$ cat config.mk
export PLATFORM = sky130hd
export DESIGN_NAME = simon_key_sched
export DESIGN_NICKNAME = d
export VERILOG_FILES = /design/src/hw/rtl/simon64_128_block_encrypt_assert.svh /design/src/hw/rtl/simon_pkg.sv /design/src/hw/rtl/simon_key_sched.sv
export SDC_FILE = /design/constraint.sdc
export NUM_CORES = 1
export LEC_CHECK = 0
export BUFFER_PORTS_ARGS = -buffer_cell sky130_fd_sc_hd__buf_2
export CELL_PAD_IN_SITES_DETAIL_PLACEMENT = 1
export CELL_PAD_IN_SITES_GLOBAL_PLACEMENT = 2
export CORE_AREA = 2 2 577 579
export CTS_CLUSTER_DIAMETER = 30
export DETAILED_ROUTE_END_ITERATION = 10
export DIE_AREA = 0 0 579 581
export GPL_TIMING_DRIVEN = 0
export PLACE_DENSITY_LB_ADDON = 0.2
export SETUP_SLACK_MARGIN = 0.4
export SLEW_MARGIN = 20
export SYNTH_ARGS = -nofsm -noshare
export SYNTH_HDL_FRONTEND = slang
export SYNTH_SLANG_ARGS = --single-unit
$ cat constraint.sdc
create_clock -name i_clk -period 11.6 [get_ports i_clk]
set_input_delay 3.48 -clock i_clk [delete_from_list [all_inputs] [get_ports i_clk]]
set_output_delay 3.48 -clock i_clk [all_outputs]
set_load 0.02 [all_outputs]
$ cat src/hw/rtl/simon64_128_block_encrypt_assert.svh
// Assertion macros for the block encrypt core.
// SIMON_ASSERT_IMPL: overlapping implication, SIMON_ASSERT_NEXT: next-cycle implication.
// Both are clocked by i_clk and disabled while i_rst_n is low.
`ifndef SIMON64_128_BLOCK_ENCRYPT_ASSERT_SVH
`define SIMON64_128_BLOCK_ENCRYPT_ASSERT_SVH

`ifndef SYNTH

`define SIMON_ASSERT_IMPL(lbl, ante, cons, msg) \
    lbl: assert property (@(posedge i_clk) disable iff (!i_rst_n) (ante) |-> (cons)) \
        else $error(msg);

`define SIMON_ASSERT_NEXT(lbl, ante, cons, msg) \
    lbl: assert property (@(posedge i_clk) disable iff (!i_rst_n) (ante) |=> (cons)) \
        else $error(msg);

`else

`define SIMON_ASSERT_IMPL(lbl, ante, cons, msg)

`define SIMON_ASSERT_NEXT(lbl, ante, cons, msg)

`endif

`endif

$ cat src/hw/rtl/simon_pkg.sv
`timescale 1ns / 1ps

package simon_pkg;

    localparam int WORD_W      = 32;
    localparam int KEY_W       = 64;
    localparam int ROUNDS      = 44;
    localparam int KEY_WORDS   = 4;
    localparam int CFG_INDEX_W = 1;

    typedef logic [WORD_W-1:0]      t_word;
    typedef logic [CFG_INDEX_W-1:0] t_cfg_index;

    // register indexes of the config port
    localparam t_cfg_index CFG_KEY_LOW  = 1'b0;
    localparam t_cfg_index CFG_KEY_HIGH = 1'b1;

    // z3 round constants: 0xfffffffc with bit 0 taken from the sequence
    localparam t_word Z_BASE = 32'hffff_fffc;
    localparam logic [ROUNDS-KEY_WORDS-1:0] Z3_SEQ =
        40'b0001_0010_0000_0111_1010_0110_0011_0101_1101_1011;

    typedef enum logic [1:0] {
        KS_LOAD,
        KS_EXPAND,
        KS_DONE
    } t_ks_state;

    typedef struct packed {
        logic out_valid;
        logic skid_valid;
    } t_skid_status;

    function automatic t_word rotl(input t_word v, input int n);
        rotl = (v << n) | (v >> (WORD_W - n));
    endfunction

    function automatic t_word rotr(input t_word v, input int n);
        rotr = (v >> n) | (v << (WORD_W - n));
    endfunction

    // Feistel function of one round
    function automatic t_word round_f(input t_word x);
        round_f = (rotl(x, 1) & rotl(x, 8)) ^ rotl(x, 2);
    endfunction

endpackage

$ cat src/hw/rtl/simon_key_sched.sv
`timescale 1ns / 1ps

module simon_key_sched #(
    parameter int ROUND_COUNT = simon_pkg::ROUNDS
) (
    input  logic                        i_clk,
    input  logic                        i_rst_n,
    input  logic                        i_cfg_we,
    input  simon_pkg::t_cfg_index       i_cfg_index,
    input  logic [simon_pkg::KEY_W-1:0] i_cfg_data,
    output simon_pkg::t_word            o_round_key [ROUND_COUNT],
    output logic                        o_ready
);
    import simon_pkg::*;

    localparam int STEPS = ROUND_COUNT - KEY_WORDS;
    localparam int CNT_W = (STEPS > 1) ? $clog2(STEPS) : 1;

    t_ks_state        r_state;
    t_ks_state        n_state;
    logic [CNT_W-1:0] r_cnt;
    logic [KEY_W-1:0] r_key_low;
    logic [KEY_W-1:0] r_key_high;
    t_word            r_win [KEY_WORDS];
    t_word            r_rk  [ROUND_COUNT];
    t_word            w_tmp;
    t_word            w_new;
    logic             w_load;
    logic             w_step;
    logic             w_last;

    assign w_last = (r_cnt == CNT_W'(STEPS - 1));

    always_ff @(posedge i_clk) begin
        if (!i_rst_n) begin
            r_key_low  <= '0;
            r_key_high <= '0;
        end else if (i_cfg_we) begin
            unique case (i_cfg_index)
                CFG_KEY_LOW:  r_key_low  <= i_cfg_data;
                CFG_KEY_HIGH: r_key_high <= i_cfg_data;
                default: ;
            endcase
        end
    end

    // next state
    always_comb begin
        n_state = r_state;
        unique case (r_state)
            KS_LOAD:   n_state = KS_EXPAND;
            KS_EXPAND: n_state = w_last ? KS_DONE : KS_EXPAND;
            KS_DONE:   n_state = KS_DONE;
            default:   n_state = KS_LOAD;
        endcase
        if (i_cfg_we) begin
            n_state = KS_LOAD;
        end
    end

    // state outputs
    always_comb begin
        w_load  = 1'b0;
        w_step  = 1'b0;
        o_ready = 1'b0;
        unique case (r_state)
            KS_LOAD:   w_load  = 1'b1;
            KS_EXPAND: w_step  = 1'b1;
            KS_DONE:   o_ready = 1'b1;
            default: ;
        endcase
    end

    always_ff @(posedge i_clk) begin
        if (!i_rst_n) begin
            r_state <= KS_LOAD;
            r_cnt   <= '0;
        end else begin
            r_state <= n_state;
            if (w_load) begin
                r_cnt <= '0;
            end else if (w_step) begin
                r_cnt <= r_cnt + 1'b1;
            end
        end
    end

    // one schedule word per cycle from a sliding window of four
    always_comb begin
        w_tmp = rotr(r_win[3], 3) ^ r_win[1];
        w_tmp = w_tmp ^ rotr(w_tmp, 1);
        w_new = r_win[0] ^ w_tmp ^ (Z_BASE | t_word'(Z3_SEQ[r_cnt]));
    end

    always_ff @(posedge i_clk) begin
        if (w_load) begin
            r_win[0] <= r_key_low[WORD_W-1:0];
            r_win[1] <= r_key_low[KEY_W-1:WORD_W];
            r_win[2] <= r_key_high[WORD_W-1:0];
            r_win[3] <= r_key_high[KEY_W-1:WORD_W];
        end else if (w_step) begin
            r_win[0] <= r_win[1];
            r_win[1] <= r_win[2];
            r_win[2] <= r_win[3];
            r_win[3] <= w_new;
        end
    end

    for (genvar j = 0; j < ROUND_COUNT; j++) begin : g_rk
        if (j < 2) begin : g_key_lo
            always_ff @(posedge i_clk) begin
                if (w_load) begin
                    r_rk[j] <= r_key_low[j*WORD_W +: WORD_W];
                end
            end
        end else if (j < KEY_WORDS) begin : g_key_hi
            always_ff @(posedge i_clk) begin
                if (w_load) begin
                    r_rk[j] <= r_key_high[(j-2)*WORD_W +: WORD_W];
                end
            end
        end else begin : g_exp
            always_ff @(posedge i_clk) begin
                if (w_step && (r_cnt == CNT_W'(j - KEY_WORDS))) begin
                    r_rk[j] <= w_new;
                end
            end
        end
        assign o_round_key[j] = r_rk[j];
    end

endmodule

After elaboration in Yosys (flattened, before gate mapping):

Memories as Yosys holds them, arrays and structs flattened. A register that Yosys moved wholly into a read port is not among the register bits.
Cells that the tools add are included.

* bits in registers: 136
* bits in writable memories: 1536
* logic and storage cells: 365
* output and inout bits: 1409
* memories kept: 3
* bits in read-only memories: 64
* bits of input ports: 68

* bitwise gates (word level): 12
* add/subtract/negate cells: 1
* $lt $le $gt $ge: 1
* equal/unequal tests: 41
* mux-type cells: 217
* reduce and logical (&&, ||, !) cells: 86

Memory list
* r_rk: words 44, width 32, read ports 44, clocked after Yosys merged registers in 0, write ports 4, line simon_key_sched.sv:25 `t_word r_rk [ROUND_COUNT];`
* r_win: words 4, width 32, read ports 4, clocked after Yosys merged registers in 0, write ports 4, line simon_key_sched.sv:24 `t_word r_win [KEY_WORDS];`
* (no name shown): words 64, width 1, read ports 1, clocked after Yosys merged registers in 1, write ports 0, line simon_key_sched.sv:92 `w_new = r_win[0] ^ w_tmp ^ (Z_BASE | t_word'(Z3_SEQ[r_cnt]));`

Operators by type and width (count)
* two-way mux 32 bit: 44
* OR reduction 32 bit: 40
* two-way mux 6 bit: 42
* two-way mux 1 bit: 129
* bitwise XOR 32 bit: 4
* == test 6 x 5 -> 1 bit, second input constant: 16
* == test 6 x 4 -> 1 bit, second input constant: 8
* == test 6 bit, second input constant: 8
* logical AND 1 bit: 40
* bitwise OR 29 x 32 -> 32 bit: 1
* bitwise OR 31 x 32 -> 32 bit: 1
* == test 6 x 3 -> 1 bit, second input constant: 4
* == test 6 x 2 -> 1 bit, second input constant: 2
* < comparator 6 x 7 -> 1 bit, second input constant: 1
* adder 6 x 1 -> 6 bit, second input constant: 1
* == test 6 x 1 -> 1 bit, second input constant: 1
* logical NOT 6 bit: 1
* case mux 2 bit (3 select lines): 1
* bitwise OR 1 bit: 4
* AND reduction 2 bit: 2
* OR reduction 2 bit: 2
* == test 2 x 1 -> 1 bit, second input constant: 1
* == test 2 bit, second input constant: 1
* logical NOT 2 bit: 1
* 2 further kinds: 3

Depth between registers and ports, before layout:

Gate-level depths: netlist of run 1.

* depth after elaboration: 46
* gate-level depth with buffers: 10
* depth with buffers taken out: 9

Least setup slack after synthesis of run 1:

Ideal clock, no wire load.

* path kind: register to output
* from: reg r_state[1]
* to: out o_ready
* arrival time: 3.635 ns
* path slack: 4.485 ns
* data required time: 8.120 ns
* stages on the path, launching flop included: 4
* buffers on the path: 1
* cells stage by stage: dfxtp_1 -> clkbuf_1 -> inv_1 -> nor2_1

* longest elaborated chain between the ends: 2

Ends and longest elaborated chain
* start, declared: line simon_key_sched.sv:19 `t_ks_state r_state;`
* start signal, assigned: line simon_key_sched.sv:79 `r_state <= n_state;`
* == test 2 bit: line simon_key_sched.sv:66 `unique case (r_state)`
* two-way mux 1 bit: line simon_key_sched.sv:66
* end, declared: line simon_key_sched.sv:12 `output logic o_ready`

No other way between the ends.

Final worst setup path of run 1:

Ends and elaborated chain as after synthesis.

==> results of run 1 <==
==> per-layer routing <==
metal	track usage	wire length, µm
met2	0.3001	150700
met4	0.03917	6094
met1	0.1828	110100
met5	0	27
met3	0.04413	18820
==> where the power goes <==
part           leakage (nW)  internal [mW]  switching, mW
clock                  7.48           8.70           3.94
combinational          10.1           1.01           2.44
sequential             15.5           7.48         0.0942
total                  33.1           17.2           6.48
==> worst paths after layout <==
kind                                     start           end  slack [ps]  depth (start not counted)
worst max-delay path                r_state[1]       o_ready        5310                          4
worst min-delay path            r_key_high[55]  r_rk[0][119]         440                          0
worst max register to register      r_state[1]   r_rk[2][52]        8410                          7
worst min register to register  r_key_high[55]  r_rk[0][119]         440                          0
==> cell type report <==
| type | instances | area, µm² |
|---|---|---|
| clock inverters | 309 | 4073 |
| repair buffers | 1736 | 11150 |
| clock buffers | 516 | 11500 |
| fillers | 35380 | 242900 |
| plain buffers | 77 | 311.5 |
| multi-input cells | 988 | 5380 |
| flip-flops and latches | 1673 | 48870 |
| well taps | 4366 | 5463 |
| inverters | 6 | 30.03 |
| diodes | 11 | 27.53 |
==> flip-flops by register name, indices dropped and copies added, names as in the netlist, named ones only <==
| signal | count |
|---|---|
| r_cnt | 6 |
| r_key_low | 64 |
| r_rk | 1408 |
| r_key_high | 64 |
| r_win | 128 |
| r_state | 2 |
==> placed cells by master (no fill, tap or decap), types with 31 or more instances in the layout <==
| master | synthesis | layout |
|---|---|---|
| buf_2 | 3 | 1479 |
| a21boi_0 | 110 | 110 |
| clkbuf_1 | 65 | 118 |
| clkinv_1 | 0 | 68 |
| clkinv_2 | 0 | 74 |
| bufinv_16 | 0 | 74 |
| xnor2_1 | 69 | 38 |
| edfxtp_1 | 1536 | 1536 |
| dfxtp_1 | 137 | 137 |
| clkbuf_16 | 0 | 440 |
| xnor2_2 | 0 | 31 |
| buf_6 | 1 | 174 |
| nand2_1 | 660 | 659 |
| buf_12 | 0 | 35 |
| clkinvlp_4 | 0 | 37 |
==> worst max-delay path: stages (launching register included) <==
cell and delay, ps:
dfxtp_1 430, clkbuf_1 580, inv_8 280, nor2_1 230, buf_2 320
==> kinds of logic (layout without fill, tap and decap cells) <==
group                      count (synthesis)  count (layout)  synth area share
AOI/OAI and AO/OA                        150             150           0.02065
buffers and inverters                     83            2644          0.006105
other                                      0              11                 0
xor gates and xnor gates                 100             100           0.01619
DFF                                     1673            1673            0.9032
and+or+nand+nor                          734             734           0.05298
adders and majority gates                  4               4         0.0009250
==> results.md, run 1 <==
* Run status: complete, no violations
* Worst-margin pin slew at roughly 1000 ps
* Final period util at 0.5422
* Final instance area at ~87000 µm²
* Critical Path RT at around 8000 ps
* Cts bufs inserted at roughly 440
* DP Worst Slack at approximately 5600 ps
* Routed WL at 285.7 mm
* Synth cell types at 42
* Max VDD drop at between 0.0001 and 0.00015 V
* Post-synth EDFFs at ~1500
* Critical Path AT at approximately 2800 ps
* Avg Inst Size Synth at roughly 20 µm²
* DRC at 0
* CTS tree: done
* Max-Cap Viols at 0
* Ys flop type: edfxtp_1
* Post-CTS Resized at 0
* Site row count at around 210
* Finished Layout Cells at 9682
* Share of post-route cells with drive strength above 1 at 0.4763
* Static leakage at approximately 33 nW
* Initial Utilization at 0.1641
* DP Cell Count at a little under 9000
* DRT Pass-1 Iters at 5
* Asr flop ratio synth at 0
* Synth Warn # at 0
* Most frequent cells after synthesis: edfxtp_1 (1536), nand2_1 (660), dfxtp_1 (137)
* CP Launch Type: flop
* Pwr dens at roughly 270 nW/µm²
* Setup CP Type: reg2out
* Setup ws final at ~5300 ps
* Synth top area cells: edfxtp_1 (85%), dfxtp_1 (5.1%), nand2_1 (4.6%)
* Final setup violation count at 0
* Sink Count at between 1500 and 2000
* Gate Count Post-Synth at 2744
* Post-route ant nets at 0
* Max-slew violations at 0
* First-pass GRT wire length at 363.6 mm
* Worst-Skew Late Latency at 930 ps
* Via Count at 35010
* WL/cell at between 20 and 30 µm
* Post-DP Area at a little over 70000 µm²
* Antenna violations before repair at 44
* Sequential area share after synthesis at 0.9032
* Top cell type's share of synthesized area at 0.8525
* Total power at roughly 24 mW
* Clock Path Buffers at 4
* Port bufs at around 1500
* Post-synthesis instance area at around 54000 µm²
* GRT Resource Usage Total at 0.1625
* DP HPWL at 225.9 mm
* Clock root cell: clkbuf_16
* Die Span Y at between 500 and 600 µm
* Fmax at ~160 MHz
* Post-layout util at 0.2632
* Starting DRT DRC Count at between 2000 and 2500
* Total grt overflow at 0
* RSZ-0062 raised after global routing: false
* Final Skew at ~98 ps
* Core area at between 300000 and 400000 µm²
* Die width at between 500 and 600 µm
* Cts hold-fix bufs at 0
* Crit path capture type: output port
* Top-count cell post-synth: edfxtp_1
* Clock-pin transition on the worst setup and hold timing paths at 40 ps
* Die ar. at approximately 340000 µm²
* RePlAce Congestion at 0.7679
* IO Pins at approximately 1500
* Vias in the first global route at approximately 36000
* Fin Hold WS at ~440 ps
* Final Hold Viols at 0
* Setup TNS at 0 ps
* Fin crit period at 6289 ps
* Synth area leader: edfxtp_1
* Final net count at approximately 5000
* Number of synthesized register bits at around 1700
* Area grow syn2layout at 60.41%
* Slew Limit Headroom at 0.3274
* Vias per inst at about 3.6
* Hold Path Class: reg2reg
* Worst-path fanout max at approximately 60
* Largest net degree at the start of global routing at 73
* H-tree depth at 5
* Post-Syn Nets at 2816
* Post-CTS setup buffers at 0
No activity file was read; power rests on OpenSTA's default activity.
==> inputs of run 2 (changes only) <==
ABC_AREA = 1   (was not set)
CORE_AREA = 2 2 581 583   (was 2 2 577 579)
DIE_AREA = 0 0 583 585   (was 0 0 579 581)
clock period = 6.33 ns   (was 11.6 ns; I/O delays follow)
==> results.md, run 2 <==
* Sequential area share after synthesis at 0.9075 (was 0.9032)
* Max VDD drop at 0.0002636 V (was 0.0001339 V)
* Via Count at 34910 (was 35010)
* Post-DP Area at 71430 µm² (was 71190 µm²)
* Starting DRT DRC Count at 2148 (was 2450)
* Met3 wire length at 20.60 mm (was 18.82 mm)
* Run status: complete, no violations (unchanged)
* Worst hold start: r_key_high[35] (was r_key_high[55])
* RePlAce Congestion at 0.7606 (was 0.7679)
* Most frequent cells in the layout: edfxtp_1 (1536), buf_2 (1495), clkbuf_16 (429), nand2_1 (317), nor2_1 (268) (was edfxtp_1 (1536), buf_2 (1479), nand2_1 (659), clkbuf_16 (440), buf_6 (174))
* Worst-margin pin slew at 1041 ps (was 1007 ps)
* DR top layer: met5 (unchanged)
* Avg Inst Size Synth at 19.49 µm² (was 19.72 µm²)
* Worst Reg2Reg Path Length in Cells at 8 (was 7)
* Setup CP Type: reg2out (unchanged)
* Total power at 44.57 mW (was 23.66 mW)
* Clock-pin transition on the worst setup and hold timing paths at 40 ps (about the same)
* Max-Cap Viols at 0 (unchanged)
* DP Worst Slack at 1745 ps (was 5584 ps)
* Final Hold Viols at 0 (unchanged)
* Critical Path RT at 4430 ps (was 8120 ps)
* Worst Hold End: r_rk[0][99] (was r_rk[0][119])
* CP Launch Point: r_state[1] (unchanged)
* H-tree depth at 5 (unchanged)
* Biggest registers after layout: r_rk (1408), r_win (128) (unchanged)
* Die ar. at 341100 µm² (was 336400 µm²)
* Final instance area at 86280 µm² (was 86790 µm²)
* Post-synthesis instance area at 53850 µm² (was 54110 µm²)
* Top-count cell post-synth: edfxtp_1 (unchanged)
* DRC at 0 (unchanged)
* Final Skew at 112.5 ps (was 98.40 ps)
* Antenna violations before repair at 39 (was 44)
* Critical path cell sequence: inv_8 -> nor2_1 -> buf_2 (was clkbuf_1 -> inv_8 -> nor2_1 -> buf_2)
* Cts hold-fix bufs at 0 (unchanged)
* Final net count at 5002 (was 4993)
* Most frequent cells after synthesis: edfxtp_1 (1536), nand2_1 (317), nor2_1 (304) (was edfxtp_1 (1536), nand2_1 (660), dfxtp_1 (137))
* Vias per inst at 3.594 (was 3.616)
* Post-route ant nets at 0 (unchanged)
* Hold Path Class: reg2reg (unchanged)
* Post-synth EDFFs at 1536 (unchanged)
* WL/cell at 29.25 µm (was 29.51 µm)
* Routed WL at 284.1 mm (was 285.7 mm)
* Largest net degree at the start of global routing at 86 (was 73)
* Synth Warn # at 0 (unchanged)
* Max-slew violations at 0 (unchanged)
* Most common cell after layout, fill and taps aside: edfxtp_1 (unchanged)
* Fmax at ~240 MHz
* Port bufs at 1476 (unchanged)
* GRT Resource Usage Total at 0.1593 (was 0.1625)
* Share of post-route cells with drive strength above 1 at 0.4769 (was 0.4763)
* Gate Count Post-Synth at 2763 (was 2744)
* Vias in the first global route at 35690 (was 35600)
* Metal-1 WL at 110.4 mm (was 110.1 mm)
* Synth top area cells: edfxtp_1 (86%), dfxtp_1 (5.1%), nand2_1 (2.2%) (was edfxtp_1 (85%), dfxtp_1 (5.1%), nand2_1 (4.6%))
* Max FFs per register at 1408 (unchanged)
* FF-to-FF setup slack at 2600 ps (was 8410 ps)
* First-pass GRT wire length at 361.0 mm (was 363.6 mm)
* Asr flop ratio synth at 0 (unchanged)
* WP buf/inv at 2 (was 3)
* Worst path max stage delay at 560 ps (was 580 ps)
* Worst-path fanout max at 50 (was 59)
* DP HPWL at 224.6 mm (was 225.9 mm)
* Setup ws final at 2192 ps (was 5311 ps)
* Static leakage at 33.27 nW (was 33.09 nW)
* IO Pins at 1477 (unchanged)
* Core area at 335300 µm² (was 329700 µm²)
* Post-CTS Resized at 0 (unchanged)
* Largest Register: r_rk (unchanged)
* CP max-delay cell: dfxtp_1 (was clkbuf_1)
* Post-Syn Nets at 2835 (was 2816)
* Pwr dens at 516.6 nW/µm² (was 272.6 nW/µm²)
* Synth area leader: edfxtp_1 (unchanged)
* Top cell type's share of synthesized area at 0.8565 (was 0.8525)
* Die width at 583 µm (was 579 µm)
* CTS tree: done (unchanged)
* Worst-Skew Late Latency at 940 ps (was 930 ps)
* Number of synthesized register bits at 1673 (unchanged)
* Site row count at 213 (was 211)
* Met2 WL at 146.2 mm (was 150.7 mm)
* DRT Pass-1 Iters at 5 (unchanged)
* RSZ-0062 raised after global routing: false (unchanged)
* Reg2reg end: r_rk[0][409] (was r_rk[2][52])
* Clock Path Buffers at 4 (unchanged)
* Critical Path AT at 2240 ps (was 2810 ps)
* CP delay by family, top: flip-flops (was buffers and inverters)
* Final setup violation count at 0 (unchanged)
* Crit path capture type: output port (unchanged)
* Sink Count at 1673 (unchanged)
* Total grt overflow at 0 (unchanged)
* WHS Path Cells at 0 (unchanged)
* Area grow syn2layout at 60.22% (was 60.41%)
* Post-CTS setup buffers at 0 (unchanged)
* Synth cell types at 25 (was 42)
* Slew Limit Headroom at 0.3063 (was 0.3274)
* Fin crit period at a little over 4000 ps
* Cts bufs inserted at 425 (was 439)
* Die Span Y at 585 µm (was 581 µm)
* Clock root cell: clkbuf_16 (unchanged)
* Ys flop type: edfxtp_1 (unchanged)
* Initial Utilization at 0.1606 (was 0.1641)
* Final period util at 0.6536
* CP Launch Type: flop (unchanged)
* FF-to-FF Start: r_state[1] (unchanged)
run 2: layer usage:
layer	GRT usage	up-vias
met4	0.04396	20
met3	0.04802	368
li1	-	14750
met5	0	-
met2	0.2849	1475
met1	0.1828	18300
run 2: power by group:
part	leakage, nW	internal, mW	switching (mW)
combinational	10.6	2.38	5.72
sequential	15.5	14.2	0.213
clock	7.19	15.1	7.03
run 2: worst reg2reg max path: cells and delay by family (launching register included):
| family | cells | cell delay [ps] |
|---|---|---|
| buf+inv | 5 | 1610 |
| simple gates | 3 | 1310 |
| flops | 1 | 420 |
run 2: cell type report:
class / count / area (µm²)
Clock inverter: 286 / 3608
Buffer: 73 / 316.6
Sequential cell: 1673 / 48870
Clock buffer: 506 / 11200
Inverter: 74 / 287.8
Tap cell: 4407 / 5514
Multi-Input combinational cell: 943 / 4984
Fill cell: 36040 / 249000
Antenna cell: 13 / 32.53
Timing Repair Buffer: 1740 / 11460
run 2: worst max-delay path by stage:
stage                           to  cells after the start  slack [ps]
global placement      r_rk[0][135]                      3       -4080
finish                     o_ready                      3        2190
detailed placement  r_key_high[50]                      5        1740
CTS                        o_ready                      3        1960
floorplan              r_rk[2][64]                      6        1310
global route               o_ready                      3        1950
run 2: logic make-up (layout without fill, tap and decap cells):
kind of cell | Yosys count | in the layout | synth area share
other | 0 | 13 | 0
xor gates and xnor gates | 99 | 99 | 0.01610
AOI/OAI and AO/OA | 180 | 180 | 0.01680
DFF | 1673 | 1673 | 0.9075
and+or+nand+nor | 660 | 660 | 0.04766
buffers and inverters | 147 | 2679 | 0.01104
adders and majority gates | 4 | 4 | 0.0009294
run 2: through the flow:
stage,hold WS (ps),cells,util,setup TNS (ps)
6_report,432.8,9715,0.2573,0
5_1_grt,460.5,9707,0.2573,0
4_1_cts,426.8,9702,0.2572,0
3_5_place_dp,450.7,8910,0.2131,0
3_3_place_gp,450.5,8646,0.1991,-5499050
2_1_floorplan,425.2,2763,-,0
==> inputs of run 3 (changes only) <==
ABC_AREA = 0   (was 1)
CORE_AREA = 2 2 572 574   (was 2 2 581 583)
DIE_AREA = 0 0 574 576   (was 0 0 583 585)
clock period = 3.5 ns   (was 6.33 ns; I/O delays follow)
==> results.md, run 3 (same netlist as run 1, synthesis figures left out) <==
* Area grow syn2layout at 59.62% (was 60.22%)
* Critical Path AT at 1920 ps (was 2240 ps)
* Setup TNS at 0 ps (unchanged)
* GRT Resource Usage Total at 0.1674 (was 0.1593)
* Pwr dens at 889.6 nW/µm² (was 516.6 nW/µm²)
* Setup CP Type: reg2out (unchanged)
* Clock power frac at 0.519 (was 0.496)
* Gr busiest metal: met2 (unchanged)
* Slew Limit Headroom at 0.2719 (was 0.3063)
* Register share of total power at 0.327 (was 0.322)
* Total power at 76.83 mW (was 44.57 mW)
* Hold Path Class: in2reg (was reg2reg)
* Final setup violation count at 0 (unchanged)
* Critical Path RT at 2450 ps (was 4430 ps)
* CP Launch Type: flop (unchanged)
* Largest Register: r_rk (unchanged)
* Initial Utilization at 0.1663 (was 0.1606)
* Biggest registers after layout: r_rk (1408), r_win (128) (unchanged)
* Starting DRT DRC Count at 2415 (was 2148)
* Finished Layout Cells at 9666 (was 9715)
* DP HPWL at 228.7 mm (was 224.6 mm)
* Clock root cell: clkbuf_16 (unchanged)
* Largest net degree at the start of global routing at 33 (was 86)
* Cts hold-fix bufs at 0 (unchanged)
* Global routing usage on met1 at 0.1911 (was 0.1828)
* Antenna violations before repair at 47 (was 39)
* Crit path capture type: output port (unchanged)
* Final instance area at 86360 µm² (was 86280 µm²)
* Site row count at 210 (was 213)
* Worst-Skew Late Latency at 920 ps (was 940 ps)
* Sink Count at 1673 (unchanged)
* Final Skew at 89.63 ps (was 112.5 ps)
* Worst-margin pin slew at 1090 ps (was 1041 ps)
* Fin Hold WS at 398.4 ps (was 432.8 ps)
* DRT Pass-1 Iters at 5 (unchanged)
* DP Cell Count at 8842 (was 8910)
* Final Hold Viols at 0 (unchanged)
* Design internal power at 55.52 mW (was 31.60 mW)
* Post-route ant nets at 0 (unchanged)
* Vias in the first global route at 35870 (was 35690)
* Max VDD drop at 0.0005237 V (was 0.0002636 V)
* Clock-pin transition on the worst setup and hold timing paths at 40 ps (about the same)
* Via Count at 34960 (was 34910)
* Switching share of power at 0.2774 (was 0.2909)
* Post-DP Area at 71510 µm² (was 71430 µm²)
* Run status: complete, no violations (unchanged)
* Fillers at 34990 (was 36040)
* GR Layer Usage met2 at 0.3050 (was 0.2849)
* Global Route met3 Usage at 0.04575 (was 0.04802)
* Net switching power figure at 21.31 mW (was 12.97 mW)
* Share of post-route cells with drive strength above 1 at 0.4767 (was 0.4769)
* DRC at 0 (unchanged)
* Logic pwr share at 0.155 (was 0.182)
* Max-slew violations at 0 (unchanged)
* Most common cell after layout, fill and taps aside: edfxtp_1 (unchanged)
* Max-Cap Viols at 0 (unchanged)
* IO Pins at 1477 (unchanged)
* Die Span Y at 576 µm (was 585 µm)
* CTS tree: done (unchanged)
* First-pass GRT wire length at 370.0 mm (was 361.0 mm)
* WL/cell at 29.87 µm (was 29.25 µm)
* Worst-path fanout max at 10 (was 50)
* Max FFs per register at 1408 (unchanged)
* Final period util at 0.8477
* Die ar. at 330600 µm² (was 341100 µm²)
* Port bufs at 1476 (unchanged)
* Final net count at 4999 (was 5002)
* Static leakage at 32.93 nW (was 33.27 nW)
* Routed WL at 288.8 mm (was 284.1 mm)
* Vias per inst at 3.617 (was 3.594)
* Total grt overflow at 0 (unchanged)
* Most frequent cells in the layout: edfxtp_1 (1536), buf_2 (1478), nand2_1 (659), clkbuf_16 (429), buf_6 (180) (was edfxtp_1 (1536), buf_2 (1495), clkbuf_16 (429), nand2_1 (317), nor2_1 (268))
* Clock Path Buffers at 4 (unchanged)
* Fin crit period at 2967 ps
* Fmax at ~340 MHz
* RePlAce Congestion at 0.7650 (was 0.7606)
* RSZ-0062 raised after global routing: true (was false)
* Die width at 574 µm (was 583 µm)
* H-tree depth at 5 (unchanged)
* Core area at 325300 µm² (was 335300 µm²)
* Cts bufs inserted at 425 (unchanged)
run 3: worst max-delay path, cell delays in order (launching register included):
cell,delay [ps]
dfxtp_2,370
clkbuf_8,200
clkinvlp_4,140
nor2_4,120
buf_6,170
run 3: path summary, 6_finish.rpt:
kind                                     start       endpoint  slack [ps]  cells past startpoint
worst max-delay path                r_state[1]        o_ready         530                      4
worst max register to register      r_state[1]   r_rk[0][487]         670                      7
worst min register to register   r_key_low[30]    r_rk[0][30]         460                      0
worst min-delay path            i_cfg_data[40]  r_key_low[40]         400                      3
run 3: power by group through the flow:
stage | combinational [mW] | clock [mW] | sequential (mW)
after detailed placement | 12.4 | 0 | 25.4
after CTS | 12.5 | 40.6 | 25.1
after global placement | 7.24 | 0 | 25.9
after global routing | 12.4 | 41.7 | 25.1
after floorplan | 1.95 | 0 | 25.7
final | 11.9 | 39.9 | 25.1
run 3: final cells by class:
cell class	count	area [µm²]	share of cell area
Antenna cell	19	47.55	0.0005505
Buffer	77	321.6	0.003723
Clock buffer	503	11190	0.1296
Clock inverter	298	3557	0.04119
Inverter	6	26.28	0.0003042
Multi-Input combinational cell	988	5399	0.06251
Sequential cell	1673	48870	0.5658
Tap cell	4346	5438	0.06296
Timing Repair Buffer	1756	11510	0.1333
run 3: what timing repair did:
item | 4_1_cts | 5_1_grt
endpoints found under the setup margin | 257 | 80
hold endpoints to repair | 0 | 0
buffers inserted | 3 | 1
resized for setup | 5 | 4
pin swaps | 1 | 0
run 3: per-stage QoR:
stage,util,worst slack [ps]
floorplan,-,-486.2
global placement,0.2058,-6703
detailed placement,0.2198,-88.51
CTS,0.2653,230.2
global route,0.2654,361.0
finish,0.2655,533.0
run 3: per-layer routing:
| layer | wire (µm) | part of all wire |
|---|---|---|
| met5 | 66 | 0.00023 |
| met2 | 150400 | 0.52 |
| met3 | 18350 | 0.064 |
| met4 | 7391 | 0.026 |
| met1 | 112500 | 0.39 |
